<file path="src/rtl/core/nga_pkg.sv">
// shared types, constants and helpers for the nearest grid velocity advect unit
package nga_pkg;

	// grid size per axis
	localparam int GRID_X = 16;
	localparam int GRID_Y = 16;
	localparam int GRID_Z = 16;

	localparam int IDX_W    = 8;
	localparam int ADDR_W   = 12;
	localparam int DEPTH    = 1 << ADDR_W;
	localparam int LANE_LAT = 12;
	localparam int CFG_IDX_W = 3;

	// transaction modes
	localparam logic MODE_LOAD   = 1'b0;
	localparam logic MODE_ADVECT = 1'b1;

	// register indexes
	localparam logic [CFG_IDX_W-1:0] REG_TIME_STEP = 3'd0;
	localparam logic [CFG_IDX_W-1:0] REG_X_LOW     = 3'd1;
	localparam logic [CFG_IDX_W-1:0] REG_X_HIGH    = 3'd2;
	localparam logic [CFG_IDX_W-1:0] REG_Y_LOW     = 3'd3;
	localparam logic [CFG_IDX_W-1:0] REG_Y_HIGH    = 3'd4;
	localparam logic [CFG_IDX_W-1:0] REG_Z_LOW     = 3'd5;
	localparam logic [CFG_IDX_W-1:0] REG_Z_HIGH    = 3'd6;

	localparam logic [30:0] TIME_STEP_RST = 31'd65536;
	localparam logic signed [31:0] LOW_RST  = 32'sd0;
	localparam logic signed [31:0] HIGH_RST = 32'sd65536;

	typedef struct packed {
		logic              mode;
		logic [11:0]       voxel_index;
		logic signed [31:0] load_vel_x;
		logic signed [31:0] load_vel_y;
		logic signed [31:0] load_vel_z;
		logic signed [31:0] pos_x;
		logic signed [31:0] pos_y;
		logic signed [31:0] pos_z;
	} in_item_t;

	typedef struct packed {
		logic signed [31:0] new_pos_x;
		logic signed [31:0] new_pos_y;
		logic signed [31:0] new_pos_z;
		logic signed [31:0] used_vel_x;
		logic signed [31:0] used_vel_y;
		logic signed [31:0] used_vel_z;
	} out_item_t;

	typedef struct packed {
		logic signed [31:0] vx;
		logic signed [31:0] vy;
		logic signed [31:0] vz;
	} vel_t;

	// linear voxel address, x fastest, wrapped to the store
	function automatic logic [ADDR_W-1:0] grid_addr(input logic [IDX_W-1:0] i,
			input logic [IDX_W-1:0] j, input logic [IDX_W-1:0] k);
		logic [31:0] t;
		t = 32'(i) + 32'(GRID_X) * (32'(j) + 32'(GRID_Y) * 32'(k));
		return t[ADDR_W-1:0];
	endfunction

endpackage

</file>
<file path="src/rtl/core/nga_advance_lane.sv">
// one axis: position plus rounded velocity times step, saturated
module nga_advance_lane import nga_pkg::*; (
	input  logic               clk,
	input  logic               en,
	input  logic signed [31:0] pos,
	input  logic signed [31:0] vel,
	input  logic [30:0]        step,
	output logic signed [31:0] new_pos
);

	logic [31:0]        vmag_c;
	logic [62:0]        mag_s1;
	logic               neg_s1;
	logic signed [31:0] pos_s1;
	logic [46:0]        d_c;
	logic signed [48:0] sum_c;
	logic signed [31:0] new_pos_s2;

	// magnitude product
	assign vmag_c = vel[31] ? 32'(-vel) : 32'(vel);
	always_ff @(posedge clk) begin
		if (en) begin
			mag_s1 <= 63'(vmag_c) * 63'(step);
			neg_s1 <= vel[31];
			pos_s1 <= pos;
		end
	end

	// round to q16.16 and saturating add
	assign d_c   = 47'((64'(mag_s1) + 64'd32768) >> 16);
	assign sum_c = neg_s1 ? 49'(pos_s1) - 49'($signed({1'b0, d_c}))
	                      : 49'(pos_s1) + 49'($signed({1'b0, d_c}));
	always_ff @(posedge clk) begin
		if (en) begin
			if (sum_c > 49'sd2147483647)
				new_pos_s2 <= 32'sh7fffffff;
			else if (sum_c < -49'sd2147483648)
				new_pos_s2 <= 32'sh80000000;
			else
				new_pos_s2 <= sum_c[31:0];
		end
	end

	assign new_pos = new_pos_s2;

endmodule

</file>
<file path="config.mk">
export PLATFORM = sky130hd
export DESIGN_NAME = nga_advance_lane
export DESIGN_NICKNAME = d
export VERILOG_FILES = /design/src/rtl/core/nga_pkg.sv /design/src/rtl/core/nga_advance_lane.sv
export SDC_FILE = /design/constraint.sdc
export NUM_CORES = 2
export LEC_CHECK = 0
export BUFFER_PORTS_ARGS = -buffer_cell sky130_fd_sc_hd__buf_2
export CORE_UTILIZATION = 50
export DETAILED_ROUTE_END_ITERATION = 10
export PLACE_DENSITY_LB_ADDON = 0.2
export SLEW_MARGIN = 10
export SYNTH_ARGS = -nofsm -noshare
export SYNTH_HDL_FRONTEND = slang
export SYNTH_SLANG_ARGS = --single-unit
export TNS_END_PERCENT = 10
</file>
<file path="constraint.sdc">
create_clock -name clk -period 13.3 [get_ports clk]
set_input_delay 0 -clock clk [delete_from_list [all_inputs] [get_ports clk]]
set_output_delay 0 -clock clk [all_outputs]
set_load 0.05 [all_outputs]
</file>
# Word level (Yosys, flattened, before mapping)

Index checks and enable logic that the tools add are counted.

Flip-flop bits (word level): 128
Input bits: 97
Output and inout bits: 32
Word-level logic and storage cells: 14

Add/subtract/negate cells: 4
$mul: 1
Magnitude comparators: 2
Multiplexer cells: 3

Operator list:

| cell                     | number |
|---|---|
| $mux W32                 | 2 |
| $add A63 B16 Y63 const B | 1 |
| $mul A32 B31 Y63         | 1 |
| $add A32 B48 Y49         | 1 |
| $gt A49 B32 Y1 const B   | 1 |
| $lt A49 B32 Y1 const B   | 1 |
| $mux W49                 | 1 |
| $sub A32 B48 Y49         | 1 |
| $neg A32 Y32             | 1 |

# Logic depth before layout (Yosys ltp)

Depth in word-level cells: 5
Mapped depth: 37
Depth with buffers taken out: 35

# Worst setup path after synthesis

No wires, ideal clock.

Kind: input -> register
Start: input port vel[7]
End: register mag_s1[56], data pin
Library setup time: 0.259 ns
Arrival time: 8.886 ns
Required time: 13.041 ns
Path slack: 4.155 ns
Stages on the path: 34
Buffers on the path: 1
Path through: or4_1 or3_1 or3_1 or2_2 o21ai_0 xnor2_1 clkbuf_1 and2_1 fa_1 fa_1 inv_1 fa_1 inv_1 fa_1 inv_1 fa_1 inv_1 fa_1 fa_1 inv_1 fa_1 inv_1 ha_1 a21oi_1 a21oi_1 a311oi_1 nand3_1 a21oi_1 nor3_1 o21bai_1 a21oi_1 or4b_2 a31oi_1 xnor2_1

Word-level cells in the longest chain between the ends: 3

Ends and longest elaborated chain:

| what                 | RTL line               | RTL |
|---|---|---|
| start, declared      | nga_advance_lane.sv:6  | `input logic signed [31:0] vel,` |
| $neg A32 Y32         | nga_advance_lane.sv:20 | `assign vmag_c = vel[31] ? 32'(-vel) : 32'(vel);` |
| $mux W32 *           | nga_advance_lane.sv:20 |  |
| $mul A32 B31 Y63 *   | nga_advance_lane.sv:23 | `mag_s1 <= 63'(vmag_c) * 63'(step);` |
| end signal, assigned | nga_advance_lane.sv:23 |  |
| end, declared        | nga_advance_lane.sv:12 | `logic [62:0] mag_s1;` |

Mark *: on every way between the ends. The rest lies on a longest branch, timed or not.
A chain may end at the register's enable or synchronous reset.

# Worst setup path in the final report

Same ends and word-level chain as after synthesis.

==> flow_summary.ini <==
[min_path]
hold_path_depth = 1
hp-class = primary input to register

[synthesis]
yosysWarnings = 0
yosysUniqueCellTypes = 91
synth.cell_area_um2 = 41190
postSynthCellCount = 4482
yosysTopAreaCell = fa_1
synth-main-ff-cell = edfxtp_1
yosysTopAreaCellShare_pct = 42.09
ys_top_cells_by_area = fa_1 42%, ha_1 9.2%, edfxtp_1 8.2%
ys_seq_area_share_pct = 8.238
synthesis.nets = 5749
synth_seq_cells = 113
async_flop_share_pct = 0
synth_edf_count = 113
avgSynthCellArea_um2 = 9.191

[cts]
cts_tree = yes
clock_tree.root_cell = clkbuf_16
clk_pin_slew_ps = 60
cts_resized = 0
numCtsBuffers = 17
clk_path_buf_depth = 2
cts_sinks = 113
clock_latency_ps = 440
htree_levels = 4
cts_setup_buffers = 0
ctsHoldBuffers = 32

[critical_path]
reg2reg_depth = 23
worstSetupPathDepth = 33
arrival_ps = 10220
critical-path-slowest-cell = or4b_2
crit_type = primary input to register
max_stage_delay_ps = 640
path_max_fanout = 31
crit_buf_inv = 6
worst_path_most_repeated_cell = fa_1
cp-end-kind = register
crit_family = adder cells
critical_path_required_ps = 13490
critPathLaunchType = primary input

[route]
routedWlPerCell_um = 20.09
vias = 30500
drcViolationCount = 0
via_per_inst = 5.507
wl_um = 111300
firstDrtPassIters = 6
ant_nets = 0
drtIter0Drc = 2065

[cells_and_area]
fill_cells = 7514
syn_to_final_growth_pct = 5.981
seq_area_um2 = 3393
design_area_um2 = 43660
layout.nets = 5728
drive_above_1_share_pct = 6.840
multi_input_area_um2 = 33850

[placed_design]
finalWeightedCongestion = 0.9528
io_buffers = 128
hpwl_um = 85440
postPlaceCellArea_um2 = 42710

[sta]
tns_ps = 0
maxSlewHeadroom_pct = 19.06
fin_skew_ps = 12.29
tightest_slew_ps = 1208
period_needed_ps = 10040
timing.final.crit_share_pct = 75.47
hold_violations = 0
fmax_mhz = 99.63
setup_violations = 0
grt_setup_unrepaired = no
slew_viol_final = 0

[floorplan]
core_region_area_um2 = 81070
dieWidth_um = 289.0
die_h_um = 289.0
rows = 104
dieArea_um2 = 83540
ioPinCount = 129
initial_utilization_pct = 50.81

[global_route]
grt_max_degree = 73
grt_pass1_vias = 31600
grt_pass1_wl_um = 175600
track_usage_pct = 27.42
grt_overflow = 0
antenna_found_initial = 4

[outcome]
status = finished clean

[run]
maxCapViolCount = 0
## cells in the final DEF, fill, tap and decap left out, drive strengths merged, types with 28 or more instances in the layout
cell type    instances
a21o                66
a21oi              115
and2               533
and3                28
buf                164
dlygate4sd3         32
edfxtp             113
fa                 866
ha                 304
inv                866
nand2              562
nand3               41
nand4               36
nor2                95
nor3                49
o21ai               94
xnor2              126
xor2                84
## cells by family after synthesis
group | count (synthesis) | synth area share (%)
AND/OR/NAND/NOR | 1454 | 18.44
adder cells (fa/ha/maj) | 1170 | 51.32
buffers and inverters | 1094 | 10.15
AO/OA/AOI/OAI | 433 | 7.150
XOR/XNOR | 210 | 4.502
flip-flops | 113 | 8.238
multiplexers | 8 | 0.2065
## state kept, by name (all words and copies together), names as in the netlist
register	cells
mag_s1	48
pos_s1	32
new_pos	32
neg_s1	1
## worst reg2reg max path, delay by kind of cell, from the launching register on
kind | cells | cell delay (ps)
simple gates | 6 | 1780
buf+inv | 2 | 500
xor+xnor | 2 | 420
flops | 1 | 500
compound gates | 10 | 3190
fa+ha+maj | 3 | 990
## synthesized netlist by cell type, types with 5 or more instances
| master | n |
|---|---|
| xor2_1 | 83 |
| nand2_1 | 562 |
| nor3_1 | 45 |
| buf_1 | 5 |
| o21ai_2 | 25 |
| and3_1 | 28 |
| nor4_1 | 13 |
| or2_2 | 5 |
| nand2b_1 | 15 |
| and2_1 | 533 |
| a41oi_1 | 6 |
| a21o_1 | 66 |
| or4_1 | 5 |
| a2111oi_0 | 5 |
| a211oi_1 | 14 |
| nand4_1 | 34 |
| a21boi_0 | 5 |
| o21a_1 | 20 |
| o21bai_1 | 16 |
| nor2_1 | 92 |
| fa_1 | 866 |
| clkbuf_1 | 208 |
| ha_1 | 304 |
| nor2b_1 | 14 |
| a31oi_1 | 21 |
| edfxtp_1 | 113 |
| nand3_1 | 39 |
| buf_6 | 5 |
| o211ai_1 | 9 |
| o21ai_1 | 6 |
| inv_1 | 858 |
| buf_2 | 11 |
| or3_1 | 12 |
| xnor2_1 | 125 |
| o41ai_1 | 5 |
| o31ai_1 | 12 |
| buf_4 | 5 |
| o21ai_0 | 63 |
| and4_1 | 17 |
| a21oi_1 | 114 |
| a31o_2 | 11 |
## area by class of cell
type / count / area share, %
Tap cell: 1060 / 3.038
Inverter: 858 / 7.377
Antenna cell: 4 / 0.02293
Sequential cell: 113 / 7.773
Clock inverter: 15 / 0.4442
Timing Repair Buffer: 196 / 2.826
Clock buffer: 17 / 0.9745
Multi-Input combinational cell: 3275 / 77.54
## through the flow
step | std cells | hold slack, ps | utilization (%) | setup slack, ps
finish | 5538 | 71.27 | 53.85 | 3263
global route | 5535 | 94.25 | 53.84 | 2732
CTS | 5534 | 75.18 | 53.84 | 3313
detailed placement | 5470 | 178.1 | 52.68 | 2859
global placement | 5470 | 178.7 | 52.68 | 2943
floorplan | 4482 | 98.87 | - | 4155
## path summary, 6_finish.rpt
kind	startpoint	end	slack (ps)
max	vel[7]	mag_s1[56]$_DFFE_PP_	3260
min	en	new_pos[31]$_SDFFCE_PN0P_	70
max reg2reg	mag_s1[15]$_DFFE_PP_	new_pos[8]$_SDFFCE_PN1P_	5630
min reg2reg	pos_s1[0]$_DFFE_PP_	new_pos[0]$_SDFFCE_PN1P_	820
## per-layer routing
layer	up-vias	wire [um]	GRT usage, %
met5	-	0	0
met4	0	2840	6.974
met3	162	8405	4.858
met2	1080	52210	45.25
met1	15520	47820	37.41
li1	13740	-	-
Power is not shown: default switching activity piles up to over one toggle a cycle in this logic, so the estimate is an artifact.
