$ cat config.mk
export PLATFORM = sky130hd
export DESIGN_NAME = nga_axis_lane
export DESIGN_NICKNAME = d
export VERILOG_FILES = /design/src/rtl/core/nga_pkg.sv /design/src/rtl/core/nga_axis_lane.sv
export SDC_FILE = /design/constraint.sdc
export NUM_CORES = 2
export LEC_CHECK = 0
export BUFFER_PORTS_ARGS = -buffer_cell sky130_fd_sc_hd__buf_4
export CAP_MARGIN = 5
export CELL_PAD_IN_SITES_DETAIL_PLACEMENT = 0
export CELL_PAD_IN_SITES_GLOBAL_PLACEMENT = 1
export CORE_MARGIN = 4
export CORE_UTILIZATION = 52
export CTS_CLUSTER_SIZE = 30
export DETAILED_ROUTE_END_ITERATION = 12
export PLACE_DENSITY_LB_ADDON = 0.1
export SETUP_SLACK_MARGIN = 0.2
export SLEW_MARGIN = 15
export SYNTH_ARGS = -nofsm -noshare
export SYNTH_HDL_FRONTEND = slang
export SYNTH_SLANG_ARGS = --single-unit
$ cat constraint.sdc
create_clock -name clk -period 10 [get_ports clk]
set_clock_uncertainty 0.1 [all_clocks]
set_input_delay 1.5 -clock clk [delete_from_list [all_inputs] [get_ports clk]]
set_output_delay 1.5 -clock clk [all_outputs]
set_load 0.02 [all_outputs]
$ cat src/rtl/core/nga_pkg.sv
// shared types, constants and helpers for the nearest grid velocity advect unit
package nga_pkg;

	// grid size per axis
	localparam int GRID_X = 16;
	localparam int GRID_Y = 16;
	localparam int GRID_Z = 16;

	localparam int IDX_W    = 8;
	localparam int ADDR_W   = 12;
	localparam int DEPTH    = 1 << ADDR_W;
	localparam int LANE_LAT = 12;
	localparam int CFG_IDX_W = 3;

	// transaction modes
	localparam logic MODE_LOAD   = 1'b0;
	localparam logic MODE_ADVECT = 1'b1;

	// register indexes
	localparam logic [CFG_IDX_W-1:0] REG_TIME_STEP = 3'd0;
	localparam logic [CFG_IDX_W-1:0] REG_X_LOW     = 3'd1;
	localparam logic [CFG_IDX_W-1:0] REG_X_HIGH    = 3'd2;
	localparam logic [CFG_IDX_W-1:0] REG_Y_LOW     = 3'd3;
	localparam logic [CFG_IDX_W-1:0] REG_Y_HIGH    = 3'd4;
	localparam logic [CFG_IDX_W-1:0] REG_Z_LOW     = 3'd5;
	localparam logic [CFG_IDX_W-1:0] REG_Z_HIGH    = 3'd6;

	localparam logic [30:0] TIME_STEP_RST = 31'd65536;
	localparam logic signed [31:0] LOW_RST  = 32'sd0;
	localparam logic signed [31:0] HIGH_RST = 32'sd65536;

	typedef struct packed {
		logic              mode;
		logic [11:0]       voxel_index;
		logic signed [31:0] load_vel_x;
		logic signed [31:0] load_vel_y;
		logic signed [31:0] load_vel_z;
		logic signed [31:0] pos_x;
		logic signed [31:0] pos_y;
		logic signed [31:0] pos_z;
	} in_item_t;

	typedef struct packed {
		logic signed [31:0] new_pos_x;
		logic signed [31:0] new_pos_y;
		logic signed [31:0] new_pos_z;
		logic signed [31:0] used_vel_x;
		logic signed [31:0] used_vel_y;
		logic signed [31:0] used_vel_z;
	} out_item_t;

	typedef struct packed {
		logic signed [31:0] vx;
		logic signed [31:0] vy;
		logic signed [31:0] vz;
	} vel_t;

	// linear voxel address, x fastest, wrapped to the store
	function automatic logic [ADDR_W-1:0] grid_addr(input logic [IDX_W-1:0] i,
			input logic [IDX_W-1:0] j, input logic [IDX_W-1:0] k);
		logic [31:0] t;
		t = 32'(i) + 32'(GRID_X) * (32'(j) + 32'(GRID_Y) * 32'(k));
		return t[ADDR_W-1:0];
	endfunction

endpackage

$ cat src/rtl/core/nga_axis_lane.sv
// one axis: normalize position against bounds and find nearest grid index
module nga_axis_lane import nga_pkg::*; (
	input  logic                    clk,
	input  logic                    en,
	input  logic signed [31:0]      pos,
	input  logic signed [31:0]      lo,
	input  logic signed [31:0]      hi,
	input  logic [IDX_W-1:0]        nm1,
	output logic [IDX_W-1:0]        idx
);

	localparam int REM_W = 44;
	localparam int D_W   = 35;

	logic signed [32:0] diff_s1, den_s1;
	logic signed [41:0] num_c;
	logic [41:0]        an_s2;
	logic [32:0]        ad_s2;
	logic               neg_s2, zero_s2;
	logic [REM_W-1:0]   n_c, dsh_c;

	// divider stages: entry 0 is stage 3, entry 8 is stage 11
	logic [REM_W-1:0]   rem_s [0:IDX_W];
	logic [D_W-1:0]     dd_s  [0:IDX_W];
	logic [IDX_W-1:0]   q_s   [0:IDX_W];
	logic               neg_s [0:IDX_W];
	logic               zero_s[0:IDX_W];
	logic               ovf_s [0:IDX_W];
	logic [REM_W:0]     trial [0:IDX_W-1];
	logic [IDX_W-1:0]   idx_s12;

	// offset from low bound and span
	always_ff @(posedge clk) begin
		if (en) begin
			diff_s1 <= 33'(pos) - 33'(lo);
			den_s1  <= 33'(hi) - 33'(lo);
		end
	end

	// scale by grid size minus one, split into sign and magnitude
	assign num_c = diff_s1 * $signed({1'b0, nm1});
	always_ff @(posedge clk) begin
		if (en) begin
			an_s2   <= num_c[41] ? 42'(-num_c) : 42'(num_c);
			ad_s2   <= den_s1[32] ? 33'(-den_s1) : 33'(den_s1);
			neg_s2  <= num_c[41] != den_s1[32];
			zero_s2 <= den_s1 == 33'sd0;
		end
	end

	// rounding numerator and doubled divisor, quotient overflow check
	assign n_c   = {an_s2, 1'b0} + 44'(ad_s2);
	assign dsh_c = 44'({ad_s2, 1'b0}) << IDX_W;

	// restoring division trial subtracts
	always_comb begin
		for (int t = 0; t < IDX_W; t++) begin
			trial[t] = {1'b0, rem_s[t]} - {1'b0, 44'(dd_s[t]) << (IDX_W - 1 - t)};
		end
	end

	// divider entry stage, then one quotient bit per stage
	always_ff @(posedge clk) begin
		if (en) begin
			rem_s[0]  <= n_c;
			dd_s[0]   <= D_W'({ad_s2, 1'b0});
			q_s[0]    <= '0;
			neg_s[0]  <= neg_s2;
			zero_s[0] <= zero_s2;
			ovf_s[0]  <= n_c >= dsh_c;
			for (int t = 0; t < IDX_W; t++) begin
				rem_s[t+1]  <= trial[t][REM_W] ? rem_s[t] : trial[t][REM_W-1:0];
				q_s[t+1]    <= {q_s[t][IDX_W-2:0], ~trial[t][REM_W]};
				dd_s[t+1]   <= dd_s[t];
				neg_s[t+1]  <= neg_s[t];
				zero_s[t+1] <= zero_s[t];
				ovf_s[t+1]  <= ovf_s[t];
			end
		end
	end

	// equal bounds or negative quotient give zero, else clamp to the grid
	always_ff @(posedge clk) begin
		if (en) begin
			if (zero_s[IDX_W] || neg_s[IDX_W])
				idx_s12 <= '0;
			else if (ovf_s[IDX_W] || q_s[IDX_W] > nm1)
				idx_s12 <= nm1;
			else
				idx_s12 <= q_s[IDX_W];
		end
	end

	assign idx = idx_s12;

endmodule

After elaboration in Yosys (flattened, before gate mapping) --
Memories as Yosys holds them, arrays and structs flattened. Cells that the tools add are included.
Word-level totals: bits in registers 151, memory bits (writable) 810, input bits 106, output and inout bits 8, logic and storage cells 56, memories kept 6
Operators by class: add/subtract/negate cells 13, $mul 1, order comparisons 2, eq/ne operators 1, muxes and demuxes 13, bitwise operators 8, reductions and logical operators 3
Memories:
- rem_s | words 9, bits a word 44, read ports 8, clocked after memory_dff 0, wr ports 9, RTL line nga_axis_lane.sv:23 | logic [REM_W-1:0] rem_s [0:IDX_W];
- dd_s | words 9, bits a word 35, read ports 8, clocked after memory_dff 0, wr ports 9, RTL line nga_axis_lane.sv:24 | logic [D_W-1:0] dd_s [0:IDX_W];
- q_s | words 9, bits a word 8, read ports 9, clocked after memory_dff 0, wr ports 9, RTL line nga_axis_lane.sv:25 | logic [IDX_W-1:0] q_s [0:IDX_W];
- neg_s | words 9, bits a word 1, read ports 9, clocked after memory_dff 0, wr ports 9, RTL line nga_axis_lane.sv:26 | logic neg_s [0:IDX_W];
- ovf_s | words 9, bits a word 1, read ports 9, clocked after memory_dff 0, wr ports 9, RTL line nga_axis_lane.sv:28 | logic ovf_s [0:IDX_W];
- zero_s | words 9, bits a word 1, read ports 9, clocked after memory_dff 0, wr ports 9, RTL line nga_axis_lane.sv:27 | logic zero_s[0:IDX_W];
Operators with widths (number):
- $mux W44 | 8
- $sub A32 B32 Y33 | 2
- $sub A44 B35 Y45 | 1
- $sub A44 B36 Y45 | 1
- $sub A44 B37 Y45 | 1
- $sub A44 B38 Y45 | 1
- $sub A44 B39 Y45 | 1
- $sub A44 B40 Y45 | 1
- $sub A44 B41 Y45 | 1
- $sub A44 B42 Y45 | 1
- $add A43 B33 Y44 | 1
- $ge A44 B42 Y1 | 1
- $mul A33 B9 Y42 | 1
- $neg A42 Y42 | 1
- $mux W41 | 1
- $logic_not A33 Y1 | 1
- $neg A33 Y33 | 1
- $mux W32 | 1
- $gt A8 B8 Y1 | 1
- $mux W8 | 1
- $not A1 Y1 | 8
- $logic_or A1 B1 Y1 | 2
- $mux W1 | 2
- $ne A1 B1 Y1 | 1

Longest topological paths before layout --
An unclocked memory read counts as a cell.
depth after elaboration 4, mapped depth 25

Worst setup path after synthesis --
Ideal clock, no wire load.
kind input port to flip-flop, from in nm1[2], to reg an_s2[40] (data pin), library setup time 0.261 ns, arrival time 7.336 ns, required time 9.639 ns, setup slack 2.302 ns, cell stages on the path 23, path buffers 3, cells stage by stage clkbuf_1 > clkbuf_1 > nand2_1 > fa_1 > inv_1 > fa_1 > fa_1 > inv_1 > fa_1 > inv_1 > ha_1 > buf_2 > nand2_1 > o21ai_2 > nand4_2 > or3_1 > a211oi_1 > nor3_1 > or2_2 > or3_4 > or4_4 > o31a_1 > xnor2_1
Between the ends: word-level cells in the longest chain between the ends 3
Ends and longest elaborated chain:
- start: declaration | RTL line nga_axis_lane.sv:8 | input logic [IDX_W-1:0] nm1,
- $mul A33 B9 Y42 (*) | RTL line nga_axis_lane.sv:41 | assign num_c = diff_s1 * $signed({1'b0, nm1});
- $neg A42 Y42 | RTL line nga_axis_lane.sv:44 | an_s2 <= num_c[41] ? 42'(-num_c) : 42'(num_c);
- $mux W41 (*) | RTL line nga_axis_lane.sv:44
- end signal: assignment | RTL line nga_axis_lane.sv:44
- end: declaration | RTL line nga_axis_lane.sv:17 | logic [41:0] an_s2;
Every way passes the cells marked *; elsewhere a longest branch is shown, timed or not. A chain may end at the register's enable or synchronous reset.

Final worst setup path --
from in nm1[2], to reg an_s2[38] (data pin)
Same word-level chain as after synthesis.

==> summary.md <==
| Metric | Value |
|---|---|
| Outcome | complete, no violations |
| CTS tree | built |
| Final #Nets | approximately 6500 |
| DR DRC count | 0 |
| Register bit total from synthesis | 822 |
| Clock latency on the worst-skew pair | between 0.6 and 0.7 ns |
| Die W | 341 um |
| Initial DRT Pass Iterations | 6 |
| CP required | ~10 ns |
| Drt first-iter violations | around 2400 |
| Mapped Nets | 6423 |
| RePlAce Congestion | between 0.9 and 1 |
| Aggregate global-route resource usage | 22.4% |
| Setup_tns | 0 ns |
| Vias in the first global route | slightly below 40000 |
| CTS Root Cell | clkbuf_16 |
| Syn Area/Cell | 10.3 um2 |
| Setup Fix Bufs, Post-CTS | 0 |
| Post-synth EDFFs | between 800 and 900 |
| Tmin final | approximately 7.7 ns |
| MaxCap Viol Count | 0 |
| Worst hold path class | flop to flop |
| Ys async rst share | 0% |
| Worst Path Arrival | 8.01 ns |
| Port Buf Inserts | between 100 and 150 |
| Yosys warning count | 0 |
| Sequential area share after synthesis | between 40 and 50% |
| Worst path buffer plus inverter count | 4 |
| Final Hold Viols | 0 |
| Starting density of the core | a little over half |
| Reg area | 0.0247 mm2 |
| Final ANT Viol Nets | 0 |
| Mapped Area | roughly 0.058 mm2 |
| CTS Buffer Depth | 3 |
| Vias per cell | 5.44 |
| # hold bufs at CTS | 0 |
| H-tree level count | 3 |
| Top Family by Delay on Critical Path | adder cells |
| RSZ-0062 raised after global routing | no |
| Final slew viol count | 0 |
| Total global routing overflow | 0 |
| DR WL/cell | 17.8 um |
| Crit path capture type | flop |
| HPWL Detailed | 102 mm |
| Die area | between 0.1 and 0.15 mm2 |
| Share of layout cells above drive strength 1 | about 6.3% |
| Initial antenna violation count | 3 |
| Startpoint Class | input port |
| Primary FF master, synth | edfxtp_1 |
| Final WL | between 100 and 150 mm |
| Fin crit share | between 70% and 80% |
| Area delta synth->final | 9.25% |
| Final setup violation count | 0 |
| Slew @ Worst Pin | ~1.1 ns |
| WS Path Type | input port to flop |
| Post-synth top cells | edfxtp_1 (822), inv_1 (735), ha_1 (487), nand2_1 (481), a21oi_1 (380) |
| Mapped Cells | ~5600 |
| Gates resized, CTS repair | 0 |
| Core Rows | 122 |
| Die H | roughly 340 um |
| Critical Path, Cell by Cell | buf_4 > nand2_1 > fa_1 > inv_1 > fa_1 > fa_1 > inv_1 > fa_1 > inv_1 > ha_1 > a21oi_1 > o21ai_0 > and3_1 > a211o_1 > xor2_1 > a2111oi_1 > nand2b_1 > nor4b_1 > nand2b_1 > o41ai_1 > xnor2_1 |
| Synth cell types | 80 |
| Slew headroom | a little under a quarter |
| Synth area leader | edfxtp_1 |
| Maximum clock frequency | around 130 MHz |
| Top Ports | 114 |
| Largest net degree at the start of global routing | between 150 and 200 |
| Slowest CP cell | nor4b_1 |
| Fill count | ~9600 |
| Area contributors post-synth | edfxtp_1 (43%), ha_1 (11%), fa_1 (7.4%) |
| CTS buffer count | just over 90 |
| Total number of vias | between 30000 and 40000 |
| Worst Path Max Fanout | 35 |
| Area of the multi-input gates | 0.0299 mm2 |
| Top-count cell post-synth | edfxtp_1 |
| Global-route wire length before repair | roughly 210 mm |
| Post-synth top area share | between 40% and 50% |
| Crit path largest cell delay | 0.65 ns |
| Core area | 0.111 mm2 |
| Reg2reg setup slack | 2.70 ns |
| Top cell by count, worst path | fa_1 |
| Clk sinks | about 800 |
| Clock-pin slew on the worst setup and hold paths | ~0.060 ns |
## cells in the final DEF, fill, tap and decap left out, types with 200 or more instances in the layout
master      n
ha_1      487
nor2_1    331
edfxtp_1  822
fa_1      214
a21oi_1   378
inv_1     735
a21o_1    200
o21ai_0   320
xnor2_1   267
nand2_1   481
## stage by stage
stage / utilization, % / hold slack [ns] / area, um2 / setup WS [ns] / cells
global placement: 54.5 / 0.301 / 60200 / 1.75 / 7109
finish: 57.1 / 0.312 / 63100 / 2.28 / 7273
global route: 57.1 / 0.310 / 63100 / 1.85 / 7272
CTS: 57.1 / 0.305 / 63100 / 2.36 / 7272
floorplan: - / 0.300 / 57800 / 2.30 / 5616
detailed placement: 54.5 / 0.305 / 60200 / 1.63 / 7109
## state kept, by name, indices dropped and copies added, names as in the netlist
name / flops
ovf_s: 9
q_s: 36
zero_s: 9
ad_s2: 33
idx: 8
an_s2: 42
neg_s2: 1
rem_s: 352
neg_s: 9
den_s1: 33
dd_s: 256
diff_s1: 33
zero_s2: 1
## final timing paths
kind,from,end,depth (start not counted)
setup / recovery,nm1[2],an_s2[38]$_DFFE_PP_,21
hold / removal,q_s[0][25]$_DFFE_PP_,q_s[1][2]$_DFFE_PP_,0
setup reg to reg,ad_s2[1]$_DFFE_PP_,ovf_s[0]$_DFFE_PP_,24
hold reg to reg,q_s[0][25]$_DFFE_PP_,q_s[1][2]$_DFFE_PP_,0
## per-layer routing
metal | up-vias | global-route usage (%) | share of wire (%)
met5 | - | 0 | 0
met4 | 0 | 7.43 | 3.3
met3 | 163 | 2.49 | 3.7
met2 | 701 | 38.5 | 48
met1 | 18700 | 29.9 | 45
li1 | 20000 | - | -
## area by class of cell
type / instances / area share [%]
sequential: 822 / 39.1
antenna: 1 / 0.00396
timing repair buffer: 129 / 1.61
multi-input combinational: 3935 / 47.4
inverter: 735 / 4.37
tap: 1488 / 2.95
clock buffer: 104 / 3.72
clock inverter: 59 / 0.854
## kinds of logic after synthesis
family          share of synthesized area (%)
compound gates                           14.4
xor+xnor                                 6.17
fa+ha+maj                                18.0
buf+inv                                  5.59
flops                                    42.7
mux                                      1.04
simple gates                             12.1
Power is not shown: default switching activity piles up to over one toggle a cycle in this logic, so the estimate is an artifact.
